$ cat config.mk
export PLATFORM = sky130hd
export DESIGN_NAME = counting_semaphore_table
export DESIGN_NICKNAME = d
export VERILOG_FILES = /design/src/sv/cst_pkg.sv /design/src/sv/cst_ctrl.sv /design/src/sv/cst_datapath.sv /design/src/sv/counting_semaphore_table.sv
export SDC_FILE = /design/constraint.sdc
export NUM_CORES = 2
export LEC_CHECK = 0
export CAP_MARGIN = 20
export CORE_UTILIZATION = 45
export CTS_CLUSTER_SIZE = 40
export DETAILED_ROUTE_END_ITERATION = 8
export DONT_BUFFER_PORTS = 1
export PLACE_DENSITY = 0.58
export SYNTH_ARGS = -nofsm -noshare
export SYNTH_HDL_FRONTEND = slang
export SYNTH_SLANG_ARGS = --single-unit
export TNS_END_PERCENT = 100
$ cat constraint.sdc
create_clock -name clk -period 5.1 [get_ports clk]
set_input_delay 1.02 -clock clk [delete_from_list [all_inputs] [get_ports clk]]
set_output_delay 1.02 -clock clk [all_outputs]
set_load 0.005 [all_outputs]
$ cat src/sv/cst_pkg.sv
// Package for the counting semaphore table: command and status codes,
// controller-to-datapath command/status structs. No dependencies.
package cst_pkg;

    localparam int CMD_BITS    = 3;
    localparam int STATUS_BITS = 3;
    localparam int SEM_ID_BITS = 4;
    localparam int COUNT_BITS  = 8;
    localparam int TID_BITS    = 8;
    localparam int NAME_PORT_BITS = 16;
    localparam int SCOUNT_BITS = 16;
    localparam int OPEN_BITS   = 8;

    localparam logic [CMD_BITS-1:0] CMD_CREATE  = 3'd0;
    localparam logic [CMD_BITS-1:0] CMD_DESTROY = 3'd1;
    localparam logic [CMD_BITS-1:0] CMD_OPEN    = 3'd2;
    localparam logic [CMD_BITS-1:0] CMD_CLOSE   = 3'd3;
    localparam logic [CMD_BITS-1:0] CMD_WAIT    = 3'd4;
    localparam logic [CMD_BITS-1:0] CMD_SIGNAL  = 3'd5;

    localparam logic [STATUS_BITS-1:0] ST_OK       = 3'd0;
    localparam logic [STATUS_BITS-1:0] ST_DUP      = 3'd1;
    localparam logic [STATUS_BITS-1:0] ST_NOTFOUND = 3'd2;
    localparam logic [STATUS_BITS-1:0] ST_INUSE    = 3'd3;
    localparam logic [STATUS_BITS-1:0] ST_FULL     = 3'd4;
    localparam logic [STATUS_BITS-1:0] ST_QFULL    = 3'd5;

    // controller -> datapath
    typedef struct packed {
        logic load;       // capture input transaction, reset scan
        logic scan_step;  // compare current scan slot, advance
        logic rd_slot;    // select target slot and whether it is valid
        logic rd_queue;   // read slot record of target slot
        logic commit;     // apply update, form result
    } cst_cmd_t;

    // datapath -> controller
    typedef struct packed {
        logic scan_done;
        logic needs_scan;
    } cst_stat_t;

endpackage

$ cat src/sv/cst_ctrl.sv
// Controller FSM of the counting semaphore table.
// Depends on cst_pkg.
module cst_ctrl (
    input  logic                clk,
    input  logic                rst_n,
    input  logic                in_valid,
    output logic                in_ready,
    output logic                out_valid,
    input  logic                out_ready,
    output cst_pkg::cst_cmd_t   cmd_o,
    input  cst_pkg::cst_stat_t  stat_i
);
    import cst_pkg::*;

    typedef enum logic [5:0] {
        S_IDLE   = 6'b000001,
        S_SCAN   = 6'b000010,
        S_READ   = 6'b000100,
        S_QREAD  = 6'b001000,
        S_COMMIT = 6'b010000,
        S_OUT    = 6'b100000
    } state_t;

    state_t state_reg, state_next;

    assign in_ready  = (state_reg == S_IDLE);
    assign out_valid = (state_reg == S_OUT);

    always_comb
    begin
        state_next = state_reg;
        cmd_o = '0;
        case (state_reg)
            S_IDLE:
            begin
                if (in_valid)
                begin
                    cmd_o.load = 1'b1;
                    state_next = S_SCAN;
                end
            end
            S_SCAN:
            begin
                if (stat_i.needs_scan && !stat_i.scan_done)
                    cmd_o.scan_step = 1'b1;
                else
                    state_next = S_READ;
            end
            S_READ:
            begin
                cmd_o.rd_slot = 1'b1;
                state_next = S_QREAD;
            end
            S_QREAD:
            begin
                cmd_o.rd_queue = 1'b1;
                state_next = S_COMMIT;
            end
            S_COMMIT:
            begin
                cmd_o.commit = 1'b1;
                state_next = S_OUT;
            end
            S_OUT:
            begin
                if (out_ready)
                    state_next = S_IDLE;
            end
            default: state_next = S_IDLE;
        endcase
    end

    always_ff @(posedge clk or negedge rst_n)
    begin
        if (!rst_n)
            state_reg <= S_IDLE;
        else
            state_reg <= state_next;
    end

endmodule

$ cat src/sv/cst_datapath.sv
// Datapath of the counting semaphore table: slot records, name scan,
// waiter memory and result registers. Depends on cst_pkg.
module cst_datapath #(
    parameter int NUM_SEMAPHORES = 16,
    parameter int QUEUE_DEPTH    = 16,
    parameter int NAME_BITS      = 16
) (
    input  logic                                clk,
    input  logic                                rst_n,
    input  cst_pkg::cst_cmd_t                   cmd_i,
    output cst_pkg::cst_stat_t                  stat_o,
    input  logic [cst_pkg::CMD_BITS-1:0]        cmd,
    input  logic [cst_pkg::NAME_PORT_BITS-1:0]  sem_key,
    input  logic [cst_pkg::SEM_ID_BITS-1:0]     sem_id,
    input  logic [cst_pkg::COUNT_BITS-1:0]      start_count,
    input  logic [cst_pkg::TID_BITS-1:0]        thread_id,
    output logic [cst_pkg::STATUS_BITS-1:0]     status,
    output logic [cst_pkg::SEM_ID_BITS-1:0]     returned_id,
    output logic                                must_block,
    output logic                                wake_valid,
    output logic [cst_pkg::TID_BITS-1:0]        wake_thread
);
    import cst_pkg::*;

    localparam int SB = (NUM_SEMAPHORES > 1) ? $clog2(NUM_SEMAPHORES) : 1;
    localparam int QB = (QUEUE_DEPTH > 1) ? $clog2(QUEUE_DEPTH) : 1;
    localparam int FB = $clog2(QUEUE_DEPTH + 1);
    localparam int CB = $clog2(NUM_SEMAPHORES + 1);
    localparam int PW = QB + FB + 1;
    localparam int MEM_DEPTH = NUM_SEMAPHORES * QUEUE_DEPTH;
    localparam int NB = (NAME_BITS < NAME_PORT_BITS) ? NAME_BITS : NAME_PORT_BITS;
    localparam logic signed [SCOUNT_BITS-1:0] CNT_MAX = 16'sh7fff;

    logic [NUM_SEMAPHORES-1:0] valid_reg;
    logic [NB-1:0]             name_mem   [NUM_SEMAPHORES];
    logic signed [SCOUNT_BITS-1:0] count_mem [NUM_SEMAPHORES];
    logic [OPEN_BITS-1:0]      open_mem   [NUM_SEMAPHORES];
    logic [QB-1:0]             head_mem   [NUM_SEMAPHORES];
    logic [FB-1:0]             fill_mem   [NUM_SEMAPHORES];
    logic [TID_BITS-1:0]       waiter_mem [MEM_DEPTH];

    // captured transaction
    logic [CMD_BITS-1:0] cmd_reg;
    logic [NB-1:0]       name_reg;
    logic [SEM_ID_BITS-1:0] id_reg;
    logic [COUNT_BITS-1:0]  init_reg;
    logic [TID_BITS-1:0]    tid_reg;

    // scan state
    logic [CB-1:0] scan_reg;
    logic          found_reg;
    logic [SB-1:0] found_idx_reg;
    logic          free_reg;
    logic [SB-1:0] free_idx_reg;

    // slot record read
    logic [SB-1:0] tgt_reg;
    logic          tgt_ok_reg;
    logic signed [SCOUNT_BITS-1:0] cnt_rd_reg;
    logic [OPEN_BITS-1:0] open_rd_reg;
    logic [QB-1:0]        head_rd_reg;
    logic [FB-1:0]        fill_rd_reg;
    logic [TID_BITS-1:0]  wait_rd_reg;

    logic is_name_cmd;
    assign is_name_cmd = (cmd_reg == CMD_CREATE) || (cmd_reg == CMD_DESTROY)
                      || (cmd_reg == CMD_OPEN);
    assign stat_o.needs_scan = is_name_cmd;
    assign stat_o.scan_done  = (scan_reg == CB'(NUM_SEMAPHORES)) || found_reg;

    logic [SB-1:0] scan_idx;
    assign scan_idx = scan_reg[SB-1:0];

    // id path: sem_id must address an existing, valid slot
    logic          id_in_range;
    logic [SB-1:0] id_idx;
    always_comb
    begin
        id_in_range = ({{(32-SEM_ID_BITS){1'b0}}, id_reg} < NUM_SEMAPHORES);
        id_idx = SB'({{(32-SEM_ID_BITS){1'b0}}, id_reg});
    end

    // head + fill stays below twice the depth, so one subtract wraps it
    logic [QB-1:0] wr_pos;
    logic [PW-1:0] pos_sum;
    always_comb
    begin
        pos_sum = {{(FB+1){1'b0}}, head_rd_reg} + {{(QB+1){1'b0}}, fill_rd_reg};
        if (pos_sum >= PW'(QUEUE_DEPTH))
            wr_pos = QB'(pos_sum - PW'(QUEUE_DEPTH));
        else
            wr_pos = QB'(pos_sum);
    end

    // read address uses the live head so the waiter is ready at commit
    logic [SB+QB-1:0] waddr, raddr;
    always_comb
    begin
        waddr = (SB+QB)'(tgt_reg * QUEUE_DEPTH) + (SB+QB)'(wr_pos);
        raddr = (SB+QB)'(tgt_reg * QUEUE_DEPTH) + (SB+QB)'(head_mem[tgt_reg]);
    end

    logic [QB-1:0] head_inc;
    always_comb
    begin
        if (QUEUE_DEPTH > 1 && head_rd_reg != QB'(QUEUE_DEPTH - 1))
            head_inc = head_rd_reg + 1'b1;
        else
            head_inc = '0;
    end

    // control state
    always_ff @(posedge clk or negedge rst_n)
    begin
        if (!rst_n)
        begin
            valid_reg <= '0;
            scan_reg  <= '0;
            found_reg <= 1'b0;
            free_reg  <= 1'b0;
        end
        else
        begin
            if (cmd_i.load)
            begin
                scan_reg  <= '0;
                found_reg <= 1'b0;
                free_reg  <= 1'b0;
            end
            else if (cmd_i.scan_step)
            begin
                if (valid_reg[scan_idx] && name_mem[scan_idx] == name_reg)
                    found_reg <= 1'b1;
                if (!valid_reg[scan_idx] && !free_reg)
                    free_reg <= 1'b1;
                scan_reg <= scan_reg + 1'b1;
            end
            if (cmd_i.commit && tgt_ok_reg)
            begin
                if (cmd_reg == CMD_CREATE && !found_reg)
                    valid_reg[tgt_reg] <= 1'b1;
                if (cmd_reg == CMD_DESTROY && fill_rd_reg == '0 && open_rd_reg == '0)
                    valid_reg[tgt_reg] <= 1'b0;
            end
        end
    end

    always_ff @(posedge clk)
    begin
        if (cmd_i.load)
        begin
            cmd_reg  <= cmd;
            name_reg <= sem_key[NB-1:0];
            id_reg   <= sem_id;
            init_reg <= start_count;
            tid_reg  <= thread_id;
        end
        if (cmd_i.scan_step)
        begin
            if (valid_reg[scan_idx] && name_mem[scan_idx] == name_reg)
                found_idx_reg <= scan_idx;
            if (!valid_reg[scan_idx] && !free_reg)
                free_idx_reg <= scan_idx;
        end
        if (cmd_i.rd_slot)
        begin
            case (cmd_reg)
                CMD_CREATE:
                begin
                    tgt_reg    <= free_idx_reg;
                    tgt_ok_reg <= free_reg;
                end
                CMD_DESTROY, CMD_OPEN:
                begin
                    tgt_reg    <= found_idx_reg;
                    tgt_ok_reg <= found_reg;
                end
                CMD_CLOSE, CMD_WAIT, CMD_SIGNAL:
                begin
                    tgt_reg    <= id_idx;
                    tgt_ok_reg <= id_in_range && valid_reg[id_idx];
                end
                default:
                begin
                    tgt_reg    <= '0;
                    tgt_ok_reg <= 1'b0;
                end
            endcase
        end
        if (cmd_i.rd_queue)
        begin
            cnt_rd_reg  <= count_mem[tgt_reg];
            open_rd_reg <= open_mem[tgt_reg];
            head_rd_reg <= head_mem[tgt_reg];
            fill_rd_reg <= fill_mem[tgt_reg];
        end
        if (cmd_i.commit)
        begin
            status      <= ST_OK;
            returned_id <= '0;
            must_block  <= 1'b0;
            wake_valid  <= 1'b0;
            wake_thread <= '0;
            case (cmd_reg)
                CMD_CREATE:
                begin
                    if (found_reg)
                        status <= ST_DUP;
                    else if (!tgt_ok_reg)
                        status <= ST_FULL;
                    else
                    begin
                        name_mem[tgt_reg]  <= name_reg;
                        count_mem[tgt_reg] <= SCOUNT_BITS'(init_reg);
                        open_mem[tgt_reg]  <= '0;
                        head_mem[tgt_reg]  <= '0;
                        fill_mem[tgt_reg]  <= '0;
                        returned_id <= SEM_ID_BITS'(tgt_reg);
                    end
                end
                CMD_DESTROY:
                begin
                    if (!tgt_ok_reg)
                        status <= ST_NOTFOUND;
                    else if (fill_rd_reg != '0 || open_rd_reg != '0)
                        status <= ST_INUSE;
                end
                CMD_OPEN:
                begin
                    if (!tgt_ok_reg)
                        status <= ST_NOTFOUND;
                    else
                    begin
                        if (open_rd_reg != '1)
                            open_mem[tgt_reg] <= open_rd_reg + 1'b1;
                        returned_id <= SEM_ID_BITS'(tgt_reg);
                    end
                end
                CMD_CLOSE:
                begin
                    if (!tgt_ok_reg)
                        status <= ST_NOTFOUND;
                    else if (open_rd_reg != '0)
                        open_mem[tgt_reg] <= open_rd_reg - 1'b1;
                end
                CMD_WAIT:
                begin
                    if (!tgt_ok_reg)
                        status <= ST_NOTFOUND;
                    else if (cnt_rd_reg <= 0)
                    begin
                        if (fill_rd_reg >= FB'(QUEUE_DEPTH))
                            status <= ST_QFULL;
                        else
                        begin
                            waiter_mem[waddr]  <= tid_reg;
                            fill_mem[tgt_reg]  <= fill_rd_reg + 1'b1;
                            count_mem[tgt_reg] <= cnt_rd_reg - 1'b1;
                            must_block <= 1'b1;
                        end
                    end
                    else
                        count_mem[tgt_reg] <= cnt_rd_reg - 1'b1;
                end
                CMD_SIGNAL:
                begin
                    if (!tgt_ok_reg)
                        status <= ST_NOTFOUND;
                    else
                    begin
                        if (cnt_rd_reg != CNT_MAX)
                            count_mem[tgt_reg] <= cnt_rd_reg + 1'b1;
                        if (fill_rd_reg != '0)
                        begin
                            wake_valid  <= 1'b1;
                            wake_thread <= wait_rd_reg;
                            head_mem[tgt_reg] <= head_inc;
                            fill_mem[tgt_reg] <= fill_rd_reg - 1'b1;
                        end
                    end
                end
                default: status <= ST_NOTFOUND;
            endcase
        end
    end

    // registered waiter read at the head position
    always_ff @(posedge clk)
    begin
        wait_rd_reg <= waiter_mem[raddr];
    end

endmodule

$ cat src/sv/counting_semaphore_table.sv
// Top level of the counting semaphore table: controller plus datapath.
// Depends on cst_pkg, cst_ctrl, cst_datapath.
//
//  channel | handshake               | payload
//  --------+-------------------------+------------------------------------------
//  input   | in_valid / in_ready     | cmd, sem_key, sem_id, start_count, thread_id
//  output  | out_valid / out_ready   | status, returned_id, must_block, wake_valid,
//          |                         | wake_thread
//
// One transaction at a time. Create, destroy and open scan the slots with one
// name comparator, one slot per cycle, stopping at a match; then every command
// goes through the slot select, slot read and commit steps to the result.
// Input is taken again in the cycle after the result leaves.
// Reset clears the slot valid bits and scan flags only; no clearing pass.
// The result is held until out_ready; no new input is taken meanwhile.
module counting_semaphore_table #(
    parameter int NUM_SEMAPHORES = 16,
    parameter int QUEUE_DEPTH    = 16,
    parameter int NAME_BITS      = 16
) (
    input  logic                                clk,
    input  logic                                rst_n,
    input  logic                                in_valid,
    output logic                                in_ready,
    input  logic [cst_pkg::CMD_BITS-1:0]        cmd,
    input  logic [cst_pkg::NAME_PORT_BITS-1:0]  sem_key,
    input  logic [cst_pkg::SEM_ID_BITS-1:0]     sem_id,
    input  logic [cst_pkg::COUNT_BITS-1:0]      start_count,
    input  logic [cst_pkg::TID_BITS-1:0]        thread_id,
    output logic                                out_valid,
    input  logic                                out_ready,
    output logic [cst_pkg::STATUS_BITS-1:0]     status,
    output logic [cst_pkg::SEM_ID_BITS-1:0]     returned_id,
    output logic                                must_block,
    output logic                                wake_valid,
    output logic [cst_pkg::TID_BITS-1:0]        wake_thread
);
    import cst_pkg::*;

    cst_cmd_t  dp_cmd;
    cst_stat_t dp_stat;

    cst_ctrl u_ctrl (
        .clk       (clk),
        .rst_n     (rst_n),
        .in_valid  (in_valid),
        .in_ready  (in_ready),
        .out_valid (out_valid),
        .out_ready (out_ready),
        .cmd_o     (dp_cmd),
        .stat_i    (dp_stat)
    );

    cst_datapath #(
        .NUM_SEMAPHORES (NUM_SEMAPHORES),
        .QUEUE_DEPTH    (QUEUE_DEPTH),
        .NAME_BITS      (NAME_BITS)
    ) u_dp (
        .clk           (clk),
        .rst_n         (rst_n),
        .cmd_i         (dp_cmd),
        .stat_o        (dp_stat),
        .cmd           (cmd),
        .sem_key       (sem_key),
        .sem_id        (sem_id),
        .start_count   (start_count),
        .thread_id     (thread_id),
        .status        (status),
        .returned_id   (returned_id),
        .must_block    (must_block),
        .wake_valid    (wake_valid),
        .wake_thread   (wake_thread)
    );

endmodule
==> results.txt <==
- The run finished with clean final reports.
- Clock tree root driver cell: sky130_fd_sc_hd__clkbuf_16
- Setup violations remaining at the end of the flow were counted as 0.
* Synth Net Count: around 7700
- For the worst-skew pair, the clock arrives at the later sink with an insertion delay of roughly 0.9 ns.
- Clk slew on worst S/H paths: around 0.060 ns
* Hold Violations, Final: 0
- Counting I/O delays and the setup requirement, the final critical path takes 4.85 ns.
- Sorting the synthesized cells by area gives the leading types as sky130_fd_sc_hd__edfxtp_1, sky130_fd_sc_hd__mux4_2, sky130_fd_sc_hd__nand2_1.
* Fillers: around 21000
- The clock passes through at most 4 buffers.
- Setup repair after global routing missed its margin: no
* Count of yosys warnings during synthesis: 0
- Row Count: roughly 190
- The die is 514 um tall.
- Minimum hold slack: approximately 0.24 ns
- Dominant combinational cell family by area after synthesis: simple AND/OR/NAND/NOR gates
* Biggest fanout along the worst timing path: 40
* Max reg flops: 2048
- The number of slew-limit violations in the final report came to 0.
- Share of synthesized area occupied by flip-flops and latches: between 70 and 80%
- Dividing the detail-routed via count by the number of cells gives around 6.1.
* Antenna violations before repair: 19
- Cell taking the most area after synthesis: sky130_fd_sc_hd__edfxtp_1
- Global routing consumed, over all layers together, about a quarter of the routing resources.
- A synthesized cell averages between 15 and 20 sq um.
* DRC violations left: 0
- VDD IR max: approximately 0.00040 V
* Share of the clock period used by the worst path: a little over nine tenths
- Total of max-cap violations: 0
* Core Footprint: ~260000 sq um
- In this run the horizontal extent of the chip is 514 um.
- The first routing iteration left slightly above 9000 violations.
* Simple-Gate Fraction of Synth Area: under 10%
- Summed over all nets, the half-perimeter wirelength after detailed placement is between 200 and 250 mm.
* Number of detailed-route iterations in the first pass: 6
- The floorplan step defined a die boundary enclosing roughly 260000 sq um.
* Worst-Margin Slew: 1.18 ns
* Clock Sinks: 2975
- The first global-routing pass estimated ~490 mm of wire.
- Synthesis produced a netlist whose cell count is 7600.
- Starting density of the core: a little under half
* Vias post-DR: roughly 70000
- Crit start category: flop
- In the final layout, the share of cells above drive strength 1 is ~15%.
- Area of the mapped netlist: around 120000 sq um
- In this run the tool buffered the top-level ports with 0 buffer cells.
- Share of the synthesized area in compound gates (AO/OA/AOI/OAI): just over 6%
- Fraction of registers with async set or reset after synthesis: 0.975%
- Maximum level of the CTS H-tree: 5
- Clock tree synthesis inserted a total of 316 buffers.
* Leakage power total: about 44 nW
- Post-synthesis xor/xnor area fraction: less than 1%
- NumNets Final: about 7900
- Placer's final routability congestion estimate: roughly 0.9
- Data arrival time of the critical path: roughly 5.6 ns
* IO Count: 62
- The count of nets left with antenna violations once routing finished came out at 0.
* Routed len/inst: between 20 and 30 um
* Worst-case setup slack after placement: -0.0408 ns
- Path category of the worst min-delay check: primary input to flop
- Final critical-path setup slack: 0.250 ns
- Top cell types by occurrence after synthesis: sky130_fd_sc_hd__edfxtp_1, sky130_fd_sc_hd__nand2_1, sky130_fd_sc_hd__nor2_1
- Layout Skew: approximately 0.05 ns
* Remaining global-route overflow: 0
- Entering global routing, the biggest net connects 180 pins.
* Register name with the most flops: u_dp.waiter_mem
- The via count of the first global-routing pass is 68400.
- Area share of fa/ha/maj cells after synthesis: less than 1%
* Final Power: around 58 mW
* Area delta synth->final: 13.7%
- Post-layout utilization of the core: 51.5%
* Sort of element at the end of the critical path: flop
- The critical path is of the flop to flop type.
- CP required: 5.84 ns
- The synthesized design contains 2934 enable-type register cells.
- Fraction of synthesized cell area taken by the top area cell type: between 70 and 80%
- In the synthesized netlist the dominant register cell turns out to be sky130_fd_sc_hd__edfxtp_1.
- For this design the ratio of total power to cell area is roughly 430 nW/um^2.
- The worst pin sits at a relative slew slack of between 20% and 30%.
* Detailed Route WL: between 300 and 400 mm
- The most common cell in the synthesized netlist is sky130_fd_sc_hd__edfxtp_1.
- TritonCTS built the clock tree.
- For this run, the top clock speed supported by timing is about 210 MHz.
* Biggest regs: u_dp.waiter_mem x2048, u_dp.count_mem x256, u_dp.name_mem x256
- Multiplexer share of the synthesized area: between 6 and 7%
- In this run, placement finished with an instance count of between 10000 and 15000.
- Synth unique cells: 96
* Flip-flop and latch count after synthesis: between 2000 and 3000
* Non-filler cells in the finished layout: 11600
[cell families (layout without fill, tap and decap cells)]
family | count (synthesis) | in the layout
fa+ha+maj | 15 | 15
other cells | 0 | 5
buf+inv | 509 | 1022
xor+xnor | 33 | 33
compound gates | 1111 | 1111
mux | 500 | 500
simple gates | 2457 | 2457
flops | 2975 | 2975
[area by class of cell]
class / instances / area [sq um] / area share (%)
clock buffers: 410 / 8520 / 6.35
well taps: 3496 / 4370 / 3.26
inverters: 23 / 115 / 0.0858
multi-input cells: 4116 / 26800 / 20.0
repair buffers: 446 / 4050 / 3.02
flip-flops and latches: 2975 / 89100 / 66.4
diodes: 5 / 12.5 / 0.00933
clock inverters: 143 / 1170 / 0.875
[per-stage QoR]
step / TNS [ns] / area [sq um]
floorplan: 0 / 118000
global placement: -0.00981 / 124000
detailed placement: -0.0408 / 124000
CTS: 0 / 134000
global route: 0 / 134000
finish: 0 / 134000
[timing repair]
action                                  CTS  global route
cloned                                    0             0
buffers inserted                          0             0
endpoints found under the hold margin    29             0
gates resized for setup                   1             1
hold buffers                              2             0
endpoints found under the setup margin    1             3
[cell usage in the layout, fill, tap and decap left out, types with 20 or more instances in the layout]
| master | Yosys | layout |
|---|---|---|
| sky130_fd_sc_hd__nor4_1 | 39 | 36 |
| sky130_fd_sc_hd__clkinv_2 | 0 | 45 |
| sky130_fd_sc_hd__dfrtp_1 | 28 | 26 |
| sky130_fd_sc_hd__nand4_1 | 94 | 94 |
| sky130_fd_sc_hd__nand3_1 | 246 | 241 |
| sky130_fd_sc_hd__a31oi_1 | 153 | 153 |
| sky130_fd_sc_hd__o22ai_1 | 62 | 60 |
| sky130_fd_sc_hd__a22oi_1 | 55 | 54 |
| sky130_fd_sc_hd__o211ai_1 | 20 | 20 |
| sky130_fd_sc_hd__clkinv_1 | 0 | 67 |
| sky130_fd_sc_hd__edfxtp_1 | 2934 | 2934 |
| sky130_fd_sc_hd__a32oi_1 | 57 | 57 |
| sky130_fd_sc_hd__nor2_2 | 2 | 35 |
| sky130_fd_sc_hd__a211oi_1 | 131 | 131 |
| sky130_fd_sc_hd__clkbuf_1 | 183 | 78 |
| sky130_fd_sc_hd__nand2_1 | 1065 | 1061 |
| sky130_fd_sc_hd__nor3_1 | 38 | 36 |
| sky130_fd_sc_hd__a21oi_1 | 234 | 233 |
| sky130_fd_sc_hd__clkbuf_16 | 0 | 325 |
| sky130_fd_sc_hd__mux4_2 | 250 | 250 |
| sky130_fd_sc_hd__mux2i_1 | 229 | 229 |
| sky130_fd_sc_hd__a311oi_1 | 25 | 24 |
| sky130_fd_sc_hd__o21ai_0 | 212 | 212 |
| sky130_fd_sc_hd__and3_1 | 101 | 101 |
| sky130_fd_sc_hd__buf_4 | 57 | 386 |
| sky130_fd_sc_hd__nor2_1 | 784 | 743 |
| sky130_fd_sc_hd__buf_12 | 0 | 54 |
| sky130_fd_sc_hd__xnor2_1 | 21 | 21 |
[critical path: stages, from the launching register on]
cell	delay [ns]
sky130_fd_sc_hd__dfxtp_2	0.65
sky130_fd_sc_hd__mux4_1	0.43
sky130_fd_sc_hd__mux2i_4	0.35
sky130_fd_sc_hd__nand2_4	0.25
sky130_fd_sc_hd__nand2_8	0.19
sky130_fd_sc_hd__clkinv_8	0.28
sky130_fd_sc_hd__buf_12	0.31
sky130_fd_sc_hd__buf_12	0.21
sky130_fd_sc_hd__mux2i_1	0.16
sky130_fd_sc_hd__o22ai_1	0.14
sky130_fd_sc_hd__o221ai_1	0.36
sky130_fd_sc_hd__nand4_1	0.18
sky130_fd_sc_hd__a211oi_1	0.82
sky130_fd_sc_hd__buf_4	0.26
sky130_fd_sc_hd__nor4_1	0.05
[path summary, 6_finish.rpt]
kind                                     startpoint                   to  slack (ns)  cells after the start
worst min-delay path                 start_count[7]     u_dp.init_reg[7]        0.24                      0
max in group asynchronous                     rst_n  u_ctrl.state_reg[0]        4.23                      2
worst min register to register  u_ctrl.state_reg[2]  u_ctrl.state_reg[4]        0.54                      1
worst max-delay path                           flop  u_dp.wait_rd_reg[6]        0.25                     14
worst max register to register                 flop  u_dp.wait_rd_reg[6]        0.25                     14
min in group asynchronous                     rst_n  u_ctrl.state_reg[3]        0.63                      2
[where the power goes]
part | internal, mW | total [mW] | leakage (nW) | switching [mW]
combinational | 2.18 | 7.51 | 11.8 | 5.33
clock | 12.6 | 21.9 | 4.75 | 9.30
sequential | 27.9 | 28.3 | 27.0 | 0.346
total | 42.7 | 57.7 | 43.5 | 15.0
[routing by layer]
metal  global-route usage [%]  part of all wire (%)  vias up
met3                     4.67                   9.4      657
li1                         -                     -    29900
met2                     41.2                    47     3680
met5                        0                 0.012        -
met1                     35.7                    40    36200
met4                     9.55                   3.9        6
(Power assumes the default switching activity.)
